<file path="src/hdl/rmj_pkg.sv">
// ----------------------------------------------------------------------------
// rmj_pkg: shared types and codes for the radar measurement Jacobian unit
// Command and status words between controller and datapath, operand selects.
// ----------------------------------------------------------------------------
package rmj_pkg;

	localparam int DATA_WIDTH_DEF = 32;
	localparam int FRAC_BITS_DEF  = 16;

	// multiplier operand selects
	localparam logic [1:0] MUL_XX = 2'd0;
	localparam logic [1:0] MUL_YY = 2'd1;
	localparam logic [1:0] MUL_D1 = 2'd2;
	localparam logic [1:0] MUL_D2 = 2'd3;

	// divider operand selects
	localparam logic [2:0] DIV_XX = 3'd0;
	localparam logic [2:0] DIV_YY = 3'd1;
	localparam logic [2:0] DIV_MY = 3'd2;
	localparam logic [2:0] DIV_MX = 3'd3;
	localparam logic [2:0] DIV_D  = 3'd4;

	// root and rate selects
	localparam logic SEL_X = 1'b0;
	localparam logic SEL_Y = 1'b1;

	typedef struct packed {
		logic       load;
		logic       mul_en;
		logic [1:0] mul_sel;
		logic       sum_en;
		logic       dsub_en;
		logic       div_start;
		logic [2:0] div_sel;
		logic       sqrt_start;
		logic       sqrt_sel;
		logic       rate_en;
		logic       rate_sel;
		logic       finish;
	} rmj_cmd_t;

	typedef struct packed {
		logic origin;
		logic div_done;
		logic sqrt_done;
		logic out_full;
	} rmj_stat_t;

endpackage

</file>
<file path="src/hdl/rmj_ctrl.sv">
// ----------------------------------------------------------------------------
// rmj_ctrl: sequencer for the Jacobian calculation
// Steps the datapath through products, divisions, roots and the output word.
// ----------------------------------------------------------------------------
module rmj_ctrl (
	input  logic               clk,
	input  logic               arst_n,
	input  logic               in_valid,
	output logic               in_ready,
	input  rmj_pkg::rmj_stat_t st,
	output rmj_pkg::rmj_cmd_t  cmd
);
	import rmj_pkg::*;

	localparam logic [4:0] ST_IDLE = 5'd0;
	localparam logic [4:0] ST_MXX  = 5'd1;
	localparam logic [4:0] ST_MYY  = 5'd2;
	localparam logic [4:0] ST_MD1  = 5'd3;
	localparam logic [4:0] ST_MD2  = 5'd4;
	localparam logic [4:0] ST_SUM  = 5'd5;
	localparam logic [4:0] ST_DSUB = 5'd6;
	localparam logic [4:0] ST_DXX  = 5'd7;
	localparam logic [4:0] ST_SXX  = 5'd8;
	localparam logic [4:0] ST_DYY  = 5'd9;
	localparam logic [4:0] ST_SYY  = 5'd10;
	localparam logic [4:0] ST_DMY  = 5'd11;
	localparam logic [4:0] ST_DMX  = 5'd12;
	localparam logic [4:0] ST_DD   = 5'd13;
	localparam logic [4:0] ST_MR1  = 5'd14;
	localparam logic [4:0] ST_MR2  = 5'd15;
	localparam logic [4:0] ST_FIN  = 5'd16;

	logic [4:0] state_q, nxt;
	logic       issued_q;

	// next state and commands
	always_comb begin
		cmd      = '0;
		nxt      = state_q;
		in_ready = (state_q == ST_IDLE);
		unique case (state_q)
			ST_IDLE: begin
				if (in_valid) begin
					cmd.load = 1'b1;
					nxt      = st.origin ? ST_FIN : ST_MXX;
				end
			end
			ST_MXX: begin cmd.mul_en = 1'b1; cmd.mul_sel = MUL_XX; nxt = ST_MYY; end
			ST_MYY: begin cmd.mul_en = 1'b1; cmd.mul_sel = MUL_YY; nxt = ST_MD1; end
			ST_MD1: begin cmd.mul_en = 1'b1; cmd.mul_sel = MUL_D1; nxt = ST_MD2; end
			ST_MD2: begin cmd.mul_en = 1'b1; cmd.mul_sel = MUL_D2; nxt = ST_SUM; end
			ST_SUM: begin cmd.sum_en = 1'b1; nxt = ST_DSUB; end
			ST_DSUB: begin cmd.dsub_en = 1'b1; nxt = ST_DXX; end
			ST_DXX: begin
				cmd.div_sel   = DIV_XX;
				cmd.div_start = !issued_q;
				if (st.div_done) nxt = ST_SXX;
			end
			ST_SXX: begin
				cmd.sqrt_sel   = SEL_X;
				cmd.sqrt_start = !issued_q;
				if (st.sqrt_done) nxt = ST_DYY;
			end
			ST_DYY: begin
				cmd.div_sel   = DIV_YY;
				cmd.div_start = !issued_q;
				if (st.div_done) nxt = ST_SYY;
			end
			ST_SYY: begin
				cmd.sqrt_sel   = SEL_Y;
				cmd.sqrt_start = !issued_q;
				if (st.sqrt_done) nxt = ST_DMY;
			end
			ST_DMY: begin
				cmd.div_sel   = DIV_MY;
				cmd.div_start = !issued_q;
				if (st.div_done) nxt = ST_DMX;
			end
			ST_DMX: begin
				cmd.div_sel   = DIV_MX;
				cmd.div_start = !issued_q;
				if (st.div_done) nxt = ST_DD;
			end
			ST_DD: begin
				cmd.div_sel   = DIV_D;
				cmd.div_start = !issued_q;
				if (st.div_done) nxt = ST_MR1;
			end
			ST_MR1: begin cmd.rate_en = 1'b1; cmd.rate_sel = SEL_X; nxt = ST_MR2; end
			ST_MR2: begin cmd.rate_en = 1'b1; cmd.rate_sel = SEL_Y; nxt = ST_FIN; end
			ST_FIN: begin
				if (!st.out_full) begin
					cmd.finish = 1'b1;
					nxt        = ST_IDLE;
				end
			end
			default: nxt = ST_IDLE;
		endcase
	end

	// state and start bookkeeping
	always_ff @(posedge clk or negedge arst_n) begin
		if (!arst_n) begin
			state_q  <= ST_IDLE;
			issued_q <= 1'b0;
		end else begin
			state_q  <= nxt;
			issued_q <= (nxt != state_q) ? 1'b0
			            : (issued_q | cmd.div_start | cmd.sqrt_start);
		end
	end

`ifndef SYNTHESIS
	a_start_single: assert property (@(posedge clk) disable iff (!arst_n)
		cmd.div_start |=> !cmd.div_start)
		else $error("divider started on two cycles running");
	a_done_awaited: assert property (@(posedge clk) disable iff (!arst_n)
		st.div_done |-> issued_q)
		else $error("divider finished with no division outstanding");
	a_fin_holds: assert property (@(posedge clk) disable iff (!arst_n)
		(state_q == ST_FIN && st.out_full) |=> (state_q == ST_FIN))
		else $error("result overwrote a word not yet taken");
`endif

endmodule

</file>
<file path="config.mk">
export PLATFORM = sky130hd
export DESIGN_NAME = rmj_ctrl
export DESIGN_NICKNAME = d
export VERILOG_FILES = /design/src/hdl/rmj_pkg.sv /design/src/hdl/rmj_ctrl.sv
export SDC_FILE = /design/constraint.sdc
export NUM_CORES = 1
export LEC_CHECK = 0
export ABC_CLOCK_PERIOD_IN_PS = 3600
export BUFFER_PORTS_ARGS = -buffer_cell sky130_fd_sc_hd__buf_2
export CAP_MARGIN = 20
export CORE_UTILIZATION = 44
export CTS_BUF_LIST = sky130_fd_sc_hd__clkbuf_8
export CTS_CLUSTER_SIZE = 24
export DETAILED_ROUTE_END_ITERATION = 16
export PLACE_DENSITY = 0.72
export SLEW_MARGIN = 30
export SYNTH_ARGS = -nofsm -noshare
export SYNTH_HDL_FRONTEND = slang
export SYNTH_SLANG_ARGS = --single-unit
</file>
<file path="constraint.sdc">
create_clock -name clk -period 3.6 [get_ports clk]
set_clock_uncertainty 0.1 [all_clocks]
set_input_delay 0.36 -clock clk [delete_from_list [all_inputs] [get_ports clk]]
set_output_delay 0.36 -clock clk [all_outputs]
set_load 0.05 [all_outputs]
</file>
==> metrics, run 1 <==
status complete, no violations; 1st-pass router iterations 4; Crit. Startpoint state_q[2]$_DFF_PN0_; syn_nets 100; Die Area 1720 um2; CTS Buf Count 3; Nets 118; GRT Total Usage 20.0%; WS Path Type reg2out; First DRT Iteration DRCs 19; hpwl dp 1160 um; ys flop type dfrtp_1; Antenna diodes 0; clock root cell clkbuf_8; Mapped Cells 93; worst hold path class in2async; Fin Setup TNS 0 ns; worst-path fanout max 22; I/O Pins 23; Routed Antenna Nets 0; Synth async-reset ratio 100%; CTS tree done; Max stage delay cell, worst path dfrtp_1; cell family with most CP delay flip-flops; Layout area overhead 18.2%; vias in the first global route between 600 and 700; Routed WL per cell 13.3 um; Fin. Hold Viols 0; drt total wl 1650 um; layout cells sized above 1 31.2%; total gr overflow 0; Required @ worst endpoint 3.14 ns; height of the die 41.5 um; crit path cell chain nand3_4 -> nor2_1 -> a21oi_1 -> nor3_1 -> buf_2; clock latency on the worst-skew pair 0.22 ns; Initial Util 49.7%; final setup violation count 0; port bufs 22; Hold-fix buffers, CTS 1; Synth cell types 42; CTS sink count 6; Post-CTS Setup Repair Bufs 0; count leader, synth nor2_1; Setup crit end kind output pin; CTS Buffer Depth 2; CP bufs+invs 1; Reg-to-Reg Start state_q[2]$_DFF_PN0_; synthesized flop and latch total 6; GPL Wtd Cong 0.815; Post-synth EDFFs 0; first-pass GRT wire length 2750 um; Syn Std Cell Area 687 um2; top cells by area, synth dfrtp_1 (22%), nor2_1 (9.8%), a21oi_1 (5.1%); Core ar. 1380 um2; fmax 0.412 GHz; Worst slew margin between 40% and 50%; initial antenna violation count 0; top cell type by total area after synthesis dfrtp_1; max-cap violation count 0; crit path DAT 1.97 ns; row count 13; sequential fraction of the synthesis area 21.9%; startpoint types flip-flop; Worst-Margin Slew 0.840 ns; max incr delay on CP about 0.88 ns; share of the synthesized area in the top cell type 21.9%; Yosys warning count 0; DRC Markers 0; crit path time final 2.43 ns; Final Cycle Share ~67%; chip width between 40 and 50 um; DR vias/cell 6.18; RSZ-0062 raised after global routing no; final slew viol count 0; largest net degree at the start of global routing 23; synth cell count leaders nor2_1 (18), a21oi_1 (7), dfrtp_1 (6), nor3_1 (6), buf_2 (5); vias 766; Post-CTS Resized 0; Mapped Avg Cell Area 7.39 um2; H-tree levels 1; Fill cells ~120; clock-pin slew on the worst setup and hold paths 0.04 ns
==> sequential cells by signal (all words and copies together) (netlist names) <==
name,flops
issued_q,1
state_q,5
==> cells in the final DEF, fill, tap and decap left out, types with 2 or more instances in the layout <==
cell type,n
nor2_1,18
xnor2_1,2
inv_2,2
and3_1,2
nand3_1,3
clkbuf_8,3
dfrtp_1,6
nand2b_1,3
a32oi_1,3
nor3_1,6
a21oi_1,7
mux2i_1,2
buf_2,22
nand2_1,3
==> layout make-up <==
cell class | instances | area (um2) | area share, %
sequential | 6 | 150 | 18.5
tap | 15 | 18.8 | 2.31
timing repair buffer | 23 | 120 | 14.8
inverter | 3 | 11.3 | 1.39
multi-input combinational | 74 | 470 | 57.9
clock buffer | 3 | 41.3 | 5.08
==> final timing paths <==
check	endpoint	slack, ns	cells after the start
setup / recovery	cmd[8]	1.17	5
hold / removal	state_q[4]$_DFF_PN0_	0.39	2
setup reg to reg	issued_q$_DFF_PN0_	1.48	4
hold reg to reg	issued_q$_DFF_PN0_	0.59	2
max in group asynchronous	state_q[2]$_DFF_PN0_	2.87	2
min in group clk	state_q[4]$_DFF_PN0_	0.40	3
==> per-layer routing <==
| layer | track usage [%] | up-vias | part of all wire [%] |
|---|---|---|---|
| li1 | - | 370 | - |
| met1 | 27.6 | 366 | 45 |
| met2 | 30.3 | 30 | 48 |
| met3 | 4.78 | 0 | 6.4 |
| met4 | 7.10 | 0 | 0 |
| met5 | 0 | - | 0 |
==> kinds of logic (layout without fill, tap and decap cells) <==
logic type	after synthesis	count (layout)	synth area share, %
simple gates	46	46	36.6
mux	2	2	2.91
xor+xnor	4	4	6.19
compound gates	22	22	22.8
buf+inv	13	29	9.65
flops	6	6	21.9
==> stage by stage <==
step | cell area (um2) | setup WS (ns) | utilization (%) | std cells | hold WS, ns
floorplan | 687 | 0.743 | - | 93 | -0.0356
global placement | 761 | 1.50 | 55.0 | 120 | 0.0853
detailed placement | 761 | 1.41 | 55.0 | 120 | 0.0858
CTS | 812 | 1.17 | 58.7 | 124 | 0.382
global route | 812 | 1.03 | 58.7 | 124 | 0.405
finish | 812 | 1.17 | 58.7 | 124 | 0.395
Power of run 1 is not shown: default switching activity piles up to over one toggle a cycle in this logic, so the estimate is an artifact.
==> run 2, diff against run 1 <==
--- a/config.mk
+++ b/config.mk
@@ -5,14 +5,14 @@
 export SDC_FILE = /design/constraint.sdc
 export NUM_CORES = 1
 export LEC_CHECK = 0
-export ABC_CLOCK_PERIOD_IN_PS = 3600
+export ABC_CLOCK_PERIOD_IN_PS = 2160
 export BUFFER_PORTS_ARGS = -buffer_cell sky130_fd_sc_hd__buf_2
 export CAP_MARGIN = 20
 export CORE_UTILIZATION = 44
 export CTS_BUF_LIST = sky130_fd_sc_hd__clkbuf_8
 export CTS_CLUSTER_SIZE = 24
 export DETAILED_ROUTE_END_ITERATION = 16
-export PLACE_DENSITY = 0.72
+export PLACE_DENSITY = 0.75
 export SLEW_MARGIN = 30
 export SYNTH_ARGS = -nofsm -noshare
 export SYNTH_HDL_FRONTEND = slang
==> constraint.sdc (replaced) <==
create_clock -name clk -period 2.16 [get_ports clk]
set_clock_uncertainty 0.1 [all_clocks]
set_input_delay 0.216 -clock clk [delete_from_list [all_inputs] [get_ports clk]]
set_output_delay 0.216 -clock clk [all_outputs]
set_load 0.05 [all_outputs]
==> run 2 against run 1 <==
Net effect: worst setup slack got worse by 1.0 ns; non-clock buffer count rose by 7; count of clock-buffer cells in the layout unchanged; sequential cell count stayed put; utilization increased by 5.6 points; cell area increased by 9.6%; wire length increased by 14%; via count up 3.9%; final cell count is 5.6% higher; global-route usage grew 3.5 points; critical endpoint unchanged.
==> metrics, run 2 (synthesis gave the netlist of run 1 again) <==
Worst slew margin 66.9% (was 44.0%); chip width 41.5 um (unchanged); CTS Buf Count 3 (unchanged); Die Area 1720 um2 (unchanged); RSZ-0062 raised after global routing no (unchanged); worst-path fanout max 13 (was 22); status complete, no violations (unchanged); Routed WL per cell 14.4 um (was 13.3 um); total gr overflow 0 (unchanged); Layout area overhead 29.5% (was 18.2%); first-pass GRT wire length 3210 um (was 2750 um); GPL Wtd Cong 0.865 (was 0.815); row count 13 (unchanged); 1st-pass router iterations 4 (unchanged); layout cells sized above 1 40.5% (was 31.2%); startpoint types flip-flop (unchanged); clock-pin slew on the worst setup and hold paths 0.04 ns (about the same); Final Cycle Share 94.1%; drt total wl 1890 um (was 1650 um); CTS sink count 6 (unchanged); vias in the first global route 699 (was 623); crit path DAT 1.72 ns (was 1.97 ns); crit path time final 2.03 ns; clock root cell clkbuf_8 (unchanged); Nets 125 (was 118); GRT Total Usage 23.5% (was 20.0%); hold_ws 0.233 ns (was 0.395 ns); worst setup margin 0.127 ns (was 1.17 ns); Initial Util 49.7% (unchanged); most frequent cells in the layout buf_2 (22), nor2_1 (18), a21oi_1 (7), buf_4 (7) (was buf_2 (22), nor2_1 (18), a21oi_1 (7)); vias 796 (was 766); initial antenna violation count 0 (unchanged); Post-CTS Setup Repair Bufs 0 (unchanged); Core ar. 1380 um2 (unchanged); Most flops, register state_q (unchanged); WS Path Type reg2out (unchanged); top flop regs state_q (5), issued_q (1) (unchanged); Fill cells 124 (was 123); dpl ws 0.235 ns (was 1.41 ns); Fin. Hold Viols 0 (unchanged); Worst-Margin Slew 0.497 ns (was 0.840 ns); port bufs 22 (unchanged); Routed Antenna Nets 0 (unchanged); final setup violation count 0 (unchanged); H-tree levels 1 (unchanged); First DRT Iteration DRCs 16 (was 19); hpwl dp 1430 um (was 1160 um); CTS tree done (unchanged); clock latency on the worst-skew pair 0.23 ns (was 0.22 ns); I/O Pins 23 (unchanged); DR vias/cell 6.08 (was 6.18); CTS Buffer Depth 2 (unchanged); DRC Markers 0 (unchanged); Setup crit end kind output pin (unchanged); max reg flops 5 (unchanged); largest net degree at the start of global routing 20 (was 23); worst hold path class in2reg (was in2async); max-cap violation count 0 (unchanged); height of the die 41.5 um (unchanged); Required @ worst endpoint 1.84 ns (was 3.14 ns); most common cell after layout, fill and taps aside buf_2 (unchanged); Antenna diodes 0 (unchanged); final slew viol count 0 (unchanged); fmax between 0.4 and 0.5 GHz
## run 2: cell types whose count changed in the layout (fill, tap and decap cells not counted)
| cell | delta |
|---|---|
| buf_4 | +7 |
| dfrtp_1 | -2 |
| dfrtp_2 | +2 |
| nor3_1 | -2 |
| nor3_2 | +2 |
| nor4_1 | -1 |
| nor4_2 | +1 |
| nor4b_1 | -1 |
| nor4b_2 | +1 |
## run 2: area by class of cell
class                      instances  area, um2  share of cell area [%]
timing repair buffer              30        173                    19.4
tap                               15       18.8                    2.11
inverter                           3       11.3                    1.27
multi-input combinational         74        493                    55.4
clock buffer                       3       41.3                    4.64
sequential                         6        153                    17.2
## run 2: metrics by stage
stage	TNS [ns]	area [um2]	util (%)	instances
CTS	0	887	64.2	131
detailed placement	0	836	60.5	127
global placement	0	836	60.5	127
global route	0	890	64.3	131
finish	0	890	64.3	131
floorplan	-0.132	709	-	93
## run 2: layer usage
metal / wire length (um) / global-route usage, % / up-vias
met4: 31 / 10.3 / 0
met5: 0 / 0 / -
met2: 943 / 37.2 / 42
met3: 130 / 4.35 / 4
met1: 783 / 31.0 / 371
li1: - / - / 379
## run 2: worst max-delay path, stage by stage, from the launching register on
cell	delay [ns]
dfrtp_1	0.64
inv_1	0.19
mux2i_1	0.19
a21oi_1	0.10
nor3_2	0.09
buf_2	0.28
## run 2: path summary, 6_finish.rpt
check / from / end / slack, ns / cells past startpoint
worst min register to register: state_q[4]$_DFF_PN0_ / state_q[2]$_DFF_PN0_ / 0.40 / 1
max in group asynchronous: arst_n / state_q[1]$_DFF_PN0_ / 1.54 / 2
worst max register to register: state_q[4]$_DFF_PN0_ / issued_q$_DFF_PN0_ / 0.37 / 4
worst min-delay path: st[0] / state_q[4]$_DFF_PN0_ / 0.23 / 3
min in group asynchronous: arst_n / issued_q$_DFF_PN0_ / 0.25 / 2
worst max-delay path: state_q[0]$_DFF_PN0_ / cmd[8] / 0.13 / 5
## run 2: repair_timing
item | 4_1_cts | 5_1_grt
gates resized for setup | 0 | 2
setup endpoints to repair | 0 | 5
hold buffers | 1 | 0
hold endpoints to repair | 6 | 0
Power of run 2 is left out for the same reason.
